File: src/design/http_chunked_body_decoder_core_assert.svh
// ----------------------------------------------------------------------------
// http chunked body decoder assertion macros
// Concurrent checks clocked on aclk, muted while aresetn is low.
// ----------------------------------------------------------------------------
`ifndef HTTP_CHUNKED_BODY_DECODER_CORE_ASSERT_SVH
`define HTTP_CHUNKED_BODY_DECODER_CORE_ASSERT_SVH

// same-cycle implication
`define HCBD_ASSERT_NOW(label, ante, cons, msg) \
    label: assert property (@(posedge aclk) disable iff (!aresetn) (ante) |-> (cons)) \
        else $error(msg);

// next-cycle implication
`define HCBD_ASSERT_NEXT(label, ante, cons, msg) \
    label: assert property (@(posedge aclk) disable iff (!aresetn) (ante) |=> (cons)) \
        else $error(msg);

`endif

File: src/design/hcbd_pkg.sv
// ----------------------------------------------------------------------------
// hcbd_pkg
// Shared types and constants of the http chunked body decoder.
// ----------------------------------------------------------------------------
package hcbd_pkg;

    // size line limits
    localparam int unsigned SIZE_DIGITS = 8;
    localparam int unsigned DIGIT_W     = 4;
    localparam int unsigned LINE_W      = 14;
    localparam int unsigned TRAIL_W     = 16;
    localparam int unsigned LEN_W       = 32;

    localparam logic [DIGIT_W-1:0] DIGIT_MAX  = DIGIT_W'(SIZE_DIGITS);
    localparam logic [LINE_W-1:0]  LINE_LIMIT = 14'd8200;
    localparam logic [LINE_W-1:0]  LINE_SAT   = 14'h3FFF;
    localparam logic [TRAIL_W-1:0] TRAIL_RST  = 16'd8192;

    // character codes
    localparam logic [7:0] CH_CR    = 8'h0D;
    localparam logic [7:0] CH_LF    = 8'h0A;
    localparam logic [7:0] CH_SP    = 8'h20;
    localparam logic [7:0] CH_HTAB  = 8'h09;
    localparam logic [7:0] CH_SEMI  = 8'h3B;
    localparam logic [7:0] CH_COLON = 8'h3A;

    // result kinds
    typedef enum logic [2:0] {
        KIND_NONE  = 3'd0,
        KIND_DATA  = 3'd1,
        KIND_EXT   = 3'd2,
        KIND_CEND  = 3'd3,
        KIND_LAST  = 3'd4,
        KIND_DONE  = 3'd5
    } kind_t;

    // sticky status codes
    typedef enum logic [1:0] {
        ST_OK       = 2'd0,
        ST_BAD      = 2'd1,
        ST_TOO_BIG  = 2'd2
    } status_t;

    // one result beat
    typedef struct packed {
        kind_t            kind;
        logic [7:0]       out_byte;
        logic             last_of_chunk;
        logic [LEN_W-1:0] chunk_length;
        status_t          status;
    } res_t;

    localparam int unsigned M_TDATA_W = 48;

endpackage

File: src/design/http_chunked_body_decoder_core.sv
// ----------------------------------------------------------------------------
// http_chunked_body_decoder_core
// A result beat is registered in the output register, or in the skid while that one is held, before m_tvalid.
// Throughput: one byte per cycle while s_tready is high; the decode state updates in the accept cycle.
// A two-entry output buffer (output register plus skid) keeps s_tready high
// while a single result waits; s_tready drops only while the skid is full.
// Reset (aresetn low, synchronous) clears decode state and buffer valid flags,
// and sets max_trailer_bytes to 8192.
// ----------------------------------------------------------------------------
`include "http_chunked_body_decoder_core_assert.svh"

module http_chunked_body_decoder_core (
    input  logic        aclk,
    input  logic        aresetn,
    // configuration: max_trailer_bytes
    input  logic        cfg_wr_en,
    input  logic [15:0] cfg_wr_data,
    // byte input
    input  logic        s_tvalid,
    output logic        s_tready,
    input  logic [7:0]  s_tdata,   // [7:0] in_byte
    input  logic [0:0]  s_tuser,   // [0] restart
    // result output
    output logic        m_tvalid,
    input  logic        m_tready,
    output logic [47:0] m_tdata,   // [7:0] out_byte, [39:8] chunk_length, [41:40] status
    output logic [2:0]  m_tuser,   // [2:0] kind
    output logic        m_tlast    // last_of_chunk
);

    typedef enum logic [2:0] {
        PH_SIZE  = 3'd0,
        PH_EXT   = 3'd1,
        PH_DATA  = 3'd2,
        PH_DCR   = 3'd3,
        PH_DLF   = 3'd4,
        PH_TRAIL = 3'd5,
        PH_DONE  = 3'd6
    } phase_t;

    // decode state
    phase_t                            phase_reg, phase_next;
    logic [hcbd_pkg::LEN_W-1:0]        size_reg, size_next;
    logic [hcbd_pkg::LEN_W-1:0]        left_reg, left_next;
    logic [hcbd_pkg::DIGIT_W-1:0]      digits_reg, digits_next;
    logic [hcbd_pkg::LINE_W-1:0]       line_reg, line_next;
    logic [hcbd_pkg::TRAIL_W-1:0]      trail_reg, trail_next;
    logic                              saw_cr_reg, saw_cr_next;
    logic                              after_sp_reg, after_sp_next;
    logic                              colon_reg, colon_next;
    hcbd_pkg::status_t                 err_reg, err_next;
    logic [hcbd_pkg::TRAIL_W-1:0]      max_trail_reg;

    // output buffer
    logic                              m_valid_reg;
    hcbd_pkg::res_t                    m_res_reg;
    logic                              skid_valid_reg;
    hcbd_pkg::res_t                    skid_res_reg;

    hcbd_pkg::res_t                    res;
    logic                              s_acc;
    logic                              m_acc;
    logic [7:0]                        c;
    logic                              restart;
    logic [4:0]                        hex;
    logic                              blank;
    logic [hcbd_pkg::LINE_W-1:0]       line_inc;

    // hex digit decode: bit 4 marks a valid digit
    function automatic logic [4:0] hex_decode(input logic [7:0] ch);
        logic [4:0] r;
        r = 5'd0;
        if (ch >= 8'h30 && ch <= 8'h39) begin
            r = {1'b1, ch[3:0]};
        end else if ((ch >= 8'h61 && ch <= 8'h66) || (ch >= 8'h41 && ch <= 8'h46)) begin
            r = {1'b1, 4'(ch[2:0] + 3'd1) + 4'd8};
        end
        return r;
    endfunction

    assign s_tready = !skid_valid_reg;
    assign s_acc    = s_tvalid && s_tready;
    assign m_acc    = m_valid_reg && m_tready;
    assign c        = s_tdata;
    assign restart  = s_tuser[0];
    assign hex      = hex_decode(c);
    assign blank    = (c == hcbd_pkg::CH_SP) || (c == hcbd_pkg::CH_HTAB);

    // per-byte decode
    always_comb begin
        // restart clears state before this byte is taken
        if (restart) begin
            phase_next    = PH_SIZE;
            size_next     = '0;
            left_next     = '0;
            digits_next   = '0;
            line_next     = '0;
            trail_next    = '0;
            saw_cr_next   = 1'b0;
            after_sp_next = 1'b0;
            colon_next    = 1'b0;
            err_next      = hcbd_pkg::ST_OK;
        end else begin
            phase_next    = phase_reg;
            size_next     = size_reg;
            left_next     = left_reg;
            digits_next   = digits_reg;
            line_next     = line_reg;
            trail_next    = trail_reg;
            saw_cr_next   = saw_cr_reg;
            after_sp_next = after_sp_reg;
            colon_next    = colon_reg;
            err_next      = err_reg;
        end
        line_inc          = line_next + 1'b1;
        res.kind          = hcbd_pkg::KIND_NONE;
        res.out_byte      = '0;
        res.last_of_chunk = 1'b0;
        res.chunk_length  = '0;

        if (err_next == hcbd_pkg::ST_OK) begin
            case (phase_next)
                PH_SIZE, PH_EXT: begin
                    if (saw_cr_next) begin
                        // line end
                        if (c != hcbd_pkg::CH_LF) begin
                            err_next = hcbd_pkg::ST_BAD;
                        end else begin
                            saw_cr_next   = 1'b0;
                            line_next     = '0;
                            digits_next   = '0;
                            after_sp_next = 1'b0;
                            colon_next    = 1'b0;
                            if (size_next == '0) begin
                                res.kind   = hcbd_pkg::KIND_LAST;
                                phase_next = PH_TRAIL;
                            end else begin
                                left_next  = size_next;
                                phase_next = PH_DATA;
                            end
                        end
                    end else if (c == hcbd_pkg::CH_CR) begin
                        if (digits_next == '0) err_next = hcbd_pkg::ST_BAD;
                        else saw_cr_next = 1'b1;
                    end else begin
                        line_next = line_inc;
                        if (line_inc > hcbd_pkg::LINE_LIMIT) begin
                            err_next = hcbd_pkg::ST_BAD;
                        end else if (phase_next == PH_EXT) begin
                            // extension bytes after leading blanks
                            if (!(after_sp_next && blank)) begin
                                after_sp_next    = 1'b0;
                                res.kind         = hcbd_pkg::KIND_EXT;
                                res.out_byte     = c;
                                res.chunk_length = size_next;
                            end
                        end else if (hex[4]) begin
                            if (after_sp_next || digits_next >= hcbd_pkg::DIGIT_MAX
                                || size_next[31:28] != 4'd0) begin
                                err_next = hcbd_pkg::ST_BAD;
                            end else begin
                                size_next   = {size_next[27:0], hex[3:0]};
                                digits_next = digits_next + 1'b1;
                            end
                        end else if (digits_next == '0) begin
                            err_next = hcbd_pkg::ST_BAD;
                        end else if (blank) begin
                            after_sp_next = 1'b1;
                        end else if (c == hcbd_pkg::CH_SEMI) begin
                            phase_next    = PH_EXT;
                            after_sp_next = 1'b1;
                        end else begin
                            err_next = hcbd_pkg::ST_BAD;
                        end
                    end
                end
                PH_DATA: begin
                    res.kind         = hcbd_pkg::KIND_DATA;
                    res.out_byte     = c;
                    res.chunk_length = size_next;
                    if (left_next <= 32'd1) begin
                        res.last_of_chunk = 1'b1;
                        left_next         = '0;
                        phase_next        = PH_DCR;
                    end else begin
                        left_next = left_next - 1'b1;
                    end
                end
                PH_DCR: begin
                    if (c == hcbd_pkg::CH_CR) phase_next = PH_DLF;
                    else err_next = hcbd_pkg::ST_BAD;
                end
                PH_DLF: begin
                    if (c == hcbd_pkg::CH_LF) begin
                        res.kind         = hcbd_pkg::KIND_CEND;
                        res.chunk_length = size_next;
                        size_next        = '0;
                        saw_cr_next      = 1'b0;
                        line_next        = '0;
                        digits_next      = '0;
                        after_sp_next    = 1'b0;
                        colon_next       = 1'b0;
                        phase_next       = PH_SIZE;
                    end else begin
                        err_next = hcbd_pkg::ST_BAD;
                    end
                end
                PH_TRAIL: begin
                    if (trail_next >= max_trail_reg) begin
                        err_next = hcbd_pkg::ST_TOO_BIG;
                    end else begin
                        trail_next = trail_next + 1'b1;
                        if (saw_cr_next) begin
                            if (c != hcbd_pkg::CH_LF) begin
                                err_next = hcbd_pkg::ST_BAD;
                            end else if (line_next != '0 && !colon_next) begin
                                err_next = hcbd_pkg::ST_BAD;
                            end else begin
                                // empty line ends the message
                                if (line_next == '0) begin
                                    res.kind   = hcbd_pkg::KIND_DONE;
                                    phase_next = PH_DONE;
                                end
                                saw_cr_next   = 1'b0;
                                line_next     = '0;
                                digits_next   = '0;
                                after_sp_next = 1'b0;
                                colon_next    = 1'b0;
                            end
                        end else if (c == hcbd_pkg::CH_CR) begin
                            saw_cr_next = 1'b1;
                        end else begin
                            if (c == hcbd_pkg::CH_COLON) colon_next = 1'b1;
                            if (line_next < hcbd_pkg::LINE_SAT) line_next = line_inc;
                        end
                    end
                end
                default: begin
                end
            endcase
        end

        // an error hides the result fields
        if (err_next != hcbd_pkg::ST_OK) begin
            res.kind          = hcbd_pkg::KIND_NONE;
            res.out_byte      = '0;
            res.last_of_chunk = 1'b0;
            res.chunk_length  = '0;
        end
        res.status = err_next;
    end

    // decode state and configuration register
    always_ff @(posedge aclk) begin
        if (!aresetn) begin
            phase_reg     <= PH_SIZE;
            size_reg      <= '0;
            left_reg      <= '0;
            digits_reg    <= '0;
            line_reg      <= '0;
            trail_reg     <= '0;
            saw_cr_reg    <= 1'b0;
            after_sp_reg  <= 1'b0;
            colon_reg     <= 1'b0;
            err_reg       <= hcbd_pkg::ST_OK;
            max_trail_reg <= hcbd_pkg::TRAIL_RST;
        end else begin
            if (cfg_wr_en) max_trail_reg <= cfg_wr_data;
            if (s_acc) begin
                phase_reg    <= phase_next;
                size_reg     <= size_next;
                left_reg     <= left_next;
                digits_reg   <= digits_next;
                line_reg     <= line_next;
                trail_reg    <= trail_next;
                saw_cr_reg   <= saw_cr_next;
                after_sp_reg <= after_sp_next;
                colon_reg    <= colon_next;
                err_reg      <= err_next;
            end
        end
    end

    // output buffer valid flags
    always_ff @(posedge aclk) begin
        if (!aresetn) begin
            m_valid_reg    <= 1'b0;
            skid_valid_reg <= 1'b0;
        end else if (!m_valid_reg || m_acc) begin
            m_valid_reg    <= skid_valid_reg || s_acc;
            skid_valid_reg <= 1'b0;
        end else if (s_acc) begin
            skid_valid_reg <= 1'b1;
        end
    end

    // output buffer payload
    always_ff @(posedge aclk) begin
        if (!m_valid_reg || m_acc) begin
            m_res_reg <= skid_valid_reg ? skid_res_reg : res;
        end else if (s_acc) begin
            skid_res_reg <= res;
        end
    end

    assign m_tvalid = m_valid_reg;
    assign m_tdata  = {6'd0, m_res_reg.status, m_res_reg.chunk_length, m_res_reg.out_byte};
    assign m_tuser  = m_res_reg.kind;
    assign m_tlast  = m_res_reg.last_of_chunk;

    // checks
    `HCBD_ASSERT_NOW(a_skid_behind_out, skid_valid_reg, m_valid_reg,
        "skid entry held while output register is empty")
    `HCBD_ASSERT_NEXT(a_err_sticky,
        err_reg != hcbd_pkg::ST_OK && !(s_acc && restart),
        err_reg == $past(err_reg), "error status changed without restart")
    `HCBD_ASSERT_NOW(a_err_hides_kind,
        m_valid_reg && m_res_reg.status != hcbd_pkg::ST_OK,
        m_res_reg.kind == hcbd_pkg::KIND_NONE, "result kind set under error status")
    `HCBD_ASSERT_NOW(a_last_is_data, m_valid_reg && m_res_reg.last_of_chunk,
        m_res_reg.kind == hcbd_pkg::KIND_DATA, "last_of_chunk on a non-data beat")

endmodule
File: config.mk
export PLATFORM = sky130hd
export DESIGN_NAME = http_chunked_body_decoder_core
export DESIGN_NICKNAME = d
export VERILOG_FILES = /design/src/design/hcbd_pkg.sv /design/src/design/http_chunked_body_decoder_core.sv
export VERILOG_INCLUDE_DIRS = /design/src /design/src/design
export SDC_FILE = /design/constraint.sdc
export NUM_CORES = 1
export LEC_CHECK = 0
export BUFFER_PORTS_ARGS = -buffer_cell sky130_fd_sc_hd__buf_2
export CELL_PAD_IN_SITES_DETAIL_PLACEMENT = 0
export CELL_PAD_IN_SITES_GLOBAL_PLACEMENT = 1
export CORE_ASPECT_RATIO = 1.4
export CORE_MARGIN = 1.5
export CORE_UTILIZATION = 49
export CTS_BUF_LIST = sky130_fd_sc_hd__clkbuf_8
export DETAILED_ROUTE_END_ITERATION = 12
export HOLD_SLACK_MARGIN = 0.03
export MAX_ROUTING_LAYER = met4
export PLACE_DENSITY = 0.9
export SLEW_MARGIN = 25
export SYNTH_ARGS = -nofsm -noshare
export SYNTH_HDL_FRONTEND = slang
export SYNTH_SLANG_ARGS = --single-unit
File: constraint.sdc
create_clock -name aclk -period 6.4 [get_ports aclk]
set_input_delay 1.28 -clock aclk [delete_from_list [all_inputs] [get_ports aclk]]
set_output_delay 1.28 -clock aclk [all_outputs]
set_load 0.03 [all_outputs]
==> results of run 1 <==
power by group through the flow:
stage / sequential (mW) / combinational (mW) / clock, mW
floorplan: 1.54 / 0.200 / 0
CTS: 1.49 / 0.329 / 1.15
finish: 1.49 / 0.335 / 1.13
global placement: 1.52 / 0.326 / 0
global route: 1.50 / 0.360 / 1.21
detailed placement: 1.52 / 0.328 / 0
per-layer routing:
layer / up-vias / part of all wire [%]
met3: 134 / 7.6
met5: - / 0
met1: 5447 / 40
met4: 0 / 5.1
met2: 551 / 48
li1: 5401 / -
final cells by class:
cell class	instances	area (um2)
sequential	216	5250
inverter	39	146
tap	319	399
fill	2319	11500
clock buffer	39	537
clock inverter	20	100
multi-input combinational	1091	6790
timing repair buffer	104	588
worst paths after layout:
path                startpoint      endpoint  slack [ns]  cells past startpoint
setup / recovery       s_tuser   size_reg[6]        1.89                     14
hold / removal    left_reg[23]  left_reg[23]        0.48                      2
setup reg to reg   line_reg[0]   size_reg[6]        2.34                     12
hold reg to reg   left_reg[23]  left_reg[23]        0.48                      2
stage by stage:
step / total power, mW / hold WS (ns) / std cells / setup slack, ns / util (%)
2_1_floorplan: 1.75 / 0.437 / 1444 / 1.31 / -
3_3_place_gp: 1.85 / 0.457 / 1769 / 1.49 / 52.0
3_5_place_dp: 1.85 / 0.465 / 1769 / 1.39 / 52.0
4_1_cts: 2.97 / 0.479 / 1828 / 1.98 / 54.6
5_1_grt: 3.07 / 0.512 / 1828 / 1.60 / 54.6
6_report: 2.96 / 0.479 / 1828 / 1.89 / 54.6
Yosys cell counts (all sizes together) (9+ instances only):
master / number
nand2: 147
inv: 39
nor2b: 31
o21ai: 101
o31ai: 18
buf: 36
nor4: 17
nand3: 43
nand2b: 12
and3: 9
mux2i: 24
o211ai: 17
and2: 52
a31oi: 27
ha: 29
mux2: 43
a221oi: 13
clkbuf: 62
edfxtp: 92
o22ai: 18
dfxtp: 124
a21oi: 76
xnor2: 20
nor2: 171
a211oi: 10
a22o: 16
nor3: 35
nand4: 22
a32oi: 9
a22oi: 9
worst max-delay path: stages:
cell	delay, ns
buf_2	0.20
inv_2	0.09
nand2_1	0.14
inv_1	0.13
ha_1	0.29
nand4_1	0.12
buf_4	0.19
o41ai_1	0.30
o221ai_1	0.26
or3_1	0.43
o21ai_2	0.79
o21a_1	0.22
nor2_1	0.20
a22o_1	0.30
kinds of logic (layout without fill, tap and decap cells):
kind of cell	count (synthesis)	in the layout	share of synthesized area, %
and+or+nand+nor	574	574	22.3
AOI/OAI and AO/OA	387	387	20.7
DFF	216	216	41.6
buffers and inverters	137	202	4.71
muxes	67	67	5.75
adders and majority gates	29	29	2.88
xor gates and xnor gates	28	28	2.01
other	1	6	0.0298
==> run summary, run 1 <==
Outcome: finished, final reports clean
Met2 global-route usage: 47.6%
CP Launch Type: input pin
Fin crit period: 4.51 ns
Leading cell type in the layout, fill and taps excluded: nor2_1
HPWL after DPL: 25,800 um
Starting Density: 49.8%
WP data arrival: 4.96 ns
WL per Instance: 20.5 um
Worst-path clk slew: 0.06 ns
Post-cts gate resize count: 0
PD cells: 215 nW/um2
Clock sink count: 216
Chip Width: 138 um
Slew Limit Fails: 0
TritonCTS buffer count: 35
Grt ovf: 0
CP required: 6.85 ns
Area contributors post-synth: edfxtp_1 (22%), dfxtp_1 (20%), nor2_1 (5.1%)
CTS Hold Buffers Added: 0
Clock share of power: 38.2%
# H-tree levels: 2
Sequential share of the synthesized area: 41.6%
Register share of total power: 50.5%
First-pass GRT wire length: 59,800 um
Switching Share: 28.4%
Met1 Usage GRT: 34.0%
Most frequent cells in the layout: nor2_1 (168), nand2_1 (147), dfxtp_1 (124)
Initial antenna violation count: 0
Number of global-route vias before repair: 11,000
Setup_tns: 0 ns
Cells after Synth: 1,439
Combinational Power Share: 11.3%
Worst slew margin: 24.9%
Layout cell share with drive strength beyond 1: 14.6%
Ys async rst share: 0%
Hold/Removal Path Class: reg2reg
Dominant cell type by area after synthesis: edfxtp_1
Max_cap viols: 0
DIE HEIGHT: 193 um
Clock root buffer: clkbuf_8
Count of cell types in the netlist: 92
GP Congestion: 0.962
Worst-Margin Slew: 1.12 ns
Layout area overhead: 9.60%
Gr usage total: 28.8%
Post CTS Setup Buffer Count: 0
Top-area cell type share of the netlist area: 21.9%
Final #Nets: 1,546
# setup viols final: 0
Vias per cell: 6.31
Antenna viol nets, final: 0
Io pins: 84
Switching pwr: 840 uW
Routed WL: 37,500 um
Seq cells post-synth: 216
GRT busiest layer: met2
Main synth FF type: dfxtp_1
Int Power: 2.12 mW
Crit-path max FO: 20
Syn Area/Cell: 8.75 um2
Cell area after layout: 13,800 um2
Die Footprint: 26,700 um2
Fin crit share: 70.5%
Routing usage on met3: 4.24%
DRC Markers: 0
Num rows: 69
Yosys Warn Count: 0
Max Fclk: 0.222 GHz
CTS tree: built
Largest net degree at the start of global routing: 62
ANT cells: 0
DR pass1 iterations: 6
I/O Buffers: 77
CTS Buffer Depth: 3
VDD IR-drop max: 0.211 mV
Placed inst area: 13,200 um2
EDFF count, synth: 92
Skew-Pair Late Insertion Delay: 0.56 ns
LEAKAGE: 5.38 nW
Cell area after technology mapping: 12,600 um2
Number of DRC markers in iteration 0: 1,033
Core area: 25,300 um2
Crit Path Class: in2reg
Number of flip-flops in the largest register: 46
Skew final: 0.0253 ns
CP endpoint kind: register
RSZ-0062 raised after global routing: false
Vias: 11,500
Final Hold Fails: 0
Power figures use the tool's default switching activity.
==> inputs of run 2 (changes only) <==
clock period = 4.45 ns   (was 6.4 ns; I/O delays follow)
==> run summary, run 2 (synthesis gave the netlist of run 1 again) <==
Gr usage total: 30.0% (+1.3 points)
Total power: 4.49 mW (+52%)
CP endpoint kind: register
Fin crit period: 3.86 ns
Max Fclk: 0.259 GHz
Skew-Pair Late Insertion Delay: 0.58 ns (+0.02 ns)
DIE HEIGHT: 193 um (unchanged)
WHS Path Cells: 2 (unchanged)
Largest net degree at the start of global routing: 49 (-21%)
HP Start: max_trail_reg[2]
DR pass1 iterations: 7 (+1)
Setup_tns: 0 ns (unchanged)
Initial antenna violation count: 0 (unchanged)
Skew final: 0.0398 ns (+0.0145 ns)
Core area: 25,300 um2 (unchanged)
# H-tree levels: 2 (unchanged)
Routed WL: 39,200 um (+4.6%)
Clock sink count: 216 (unchanged)
TritonCTS buffer count: 37 (+5.7%)
Final WS setup: 0.595 ns (-1.29 ns)
CP required: 4.89 ns (-1.96 ns)
Cell area after layout: 14,100 um2 (+2.3%)
Grt ovf: 0 (unchanged)
RSZ-0062 raised after global routing: false
R2R cell count: 12 (unchanged)
Worst-Margin Slew: 0.946 ns (-0.170 ns)
WP data arrival: 4.30 ns (-0.66 ns)
Post-Place Setup Slack: 0.0366 ns (-1.35 ns)
Outcome: finished, final reports clean
Final #Nets: 1,572 (+1.7%)
CTS Hold Buffers Added: 0 (unchanged)
I/O Buffers: 77 (unchanged)
Critical R2R Launch: line_reg[0]
# setup viols final: 0 (unchanged)
Fin crit share: 86.6%
Starting Density: 49.8% (unchanged)
Slew Limit Fails: 0 (unchanged)
DRC Markers: 0 (unchanged)
Worst-path clk slew: 0.06 ns (about the same)
Vias: 11,700 (+1.7%)
GP Congestion: 0.985 (+2.4%)
Placed inst area: 13,400 um2 (+1.5%)
HPWL after DPL: 27,600 um (+6.9%)
Post CTS Setup Buffer Count: 0 (unchanged)
R2R Setup Slk: 0.72 ns (-1.62 ns)
Layout cell share with drive strength beyond 1: 16.6% (+2.0 points)
Most frequent cells in the layout: nor2_1 (168), nand2_1 (147), dfxtp_1 (124)
Hold/Removal Path Class: reg2reg
Hold path endpoint: max_trail_reg[2]
LEAKAGE: 5.57 nW (+3.5%)
First-pass GRT wire length: 62,300 um (+4.2%)
ANT cells: 0 (unchanged)
Number of flip-flops in the largest register: 46 (unchanged)
Io pins: 84 (unchanged)
Number of global-route vias before repair: 11,300 (+3.2%)
Antenna viol nets, final: 0 (unchanged)
Num rows: 69 (unchanged)
Die Footprint: 26,700 um2 (unchanged)
Chip Width: 138 um (unchanged)
Crit-path max FO: 32 (+60%)
VDD IR-drop max: 0.274 mV (+30%)
WL per Instance: 21.0 um (+2.7%)
Crit Path Class: in2reg
# fillers: 2,267 (-2.2%)
CTS Buffer Depth: 3 (unchanged)
Max_cap viols: 0 (unchanged)
Worst slew margin: 36.7% (+12 points)
CTS tree: built
Leading cell type in the layout, fill and taps excluded: nor2_1
CP Launch Type: input pin
PD cells: 318 nW/um2 (+48%)
Layout area overhead: 12.1%
Final Hold Fails: 0 (unchanged)
Post-cts gate resize count: 0 (unchanged)
Worst reg2reg path endpoint: m_tdata[19]
Vias per cell: 6.30 (about the same)
Clock root buffer: clkbuf_8
Number of DRC markers in iteration 0: 1,016 (-1.6%)
-- run 2: cell count changes in the layout (fill, tap and decap cells not counted) --
cell / change
buf_4: +24
clkbuf_8: +5
a211oi_1: -2
clkinv_2: +2
a211oi_2: +1
a211oi_4: +1
bufinv_16: +1
inv_8: +1
o21ai_0: -1
o21ai_1: +1
-- run 2: worst max-delay path by stage --
stage	start	endpoint	slack, ns	cells past startpoint
after floorplan	s_tuser	line_reg[9]	-0.001	18
after global placement	s_tuser	m_tdata[16]	0.14	14
after detailed placement	s_tuser	m_tdata[27]	0.04	13
after CTS	s_tuser	m_tdata[34]	0.60	13
after global routing	s_tuser	m_tdata[37]	0.38	14
final	s_tuser	m_tdata[19]	0.59	14
-- run 2: layer usage --
metal | vias up | GRT usage [%] | wire length, um
met5 | - | - | 0
met1 | 5534 | 34.2 | 15000
met2 | 587 | 49.8 | 18800
met3 | 169 | 4.64 | 2930
li1 | 5441 | - | -
met4 | 0 | 19.0 | 2420
-- run 2: where the power goes --
part           leakage [nW]  switching [mW]  internal, mW
combinational          3.16           0.354         0.145
sequential             1.97          0.0373          2.11
clock                 0.438           0.871         0.972
-- run 2: area by class of cell --
| type | instances | area [um2] | area share, % |
|---|---|---|---|
| Timing Repair Buffer | 128 | 768 | 5.44 |
| Multi-Input combinational cell | 1091 | 6800 | 48.2 |
| Clock buffer | 44 | 606 | 4.29 |
| Inverter | 39 | 146 | 1.04 |
| Clock inverter | 24 | 151 | 1.07 |
| Sequential cell | 216 | 5250 | 37.1 |
| Tap cell | 319 | 399 | 2.83 |
-- run 2: critical path, cell delays in order --
cell and delay, ns:
buf_2 0.13, inv_2 0.14, nand2_1 0.17, inv_1 0.13, ha_1 0.27, nand4_1 0.23
xnor2_1 0.24, o31ai_4 0.19, o2111ai_2 0.21, a2bb2oi_2 0.25, o31a_2 0.43, a21oi_4 0.56
and2_1 0.26, mux2_2 0.17
-- run 2: per-stage QoR --
stage          hold slack (ns)  utilization (%)  instances
3_3_place_gp             0.470             52.8       1793
2_1_floorplan            0.437                -       1444
6_report                 0.488             55.8       1861
4_1_cts                  0.485             55.8       1861
5_1_grt                  0.510             55.8       1861
3_5_place_dp             0.476             52.8       1793
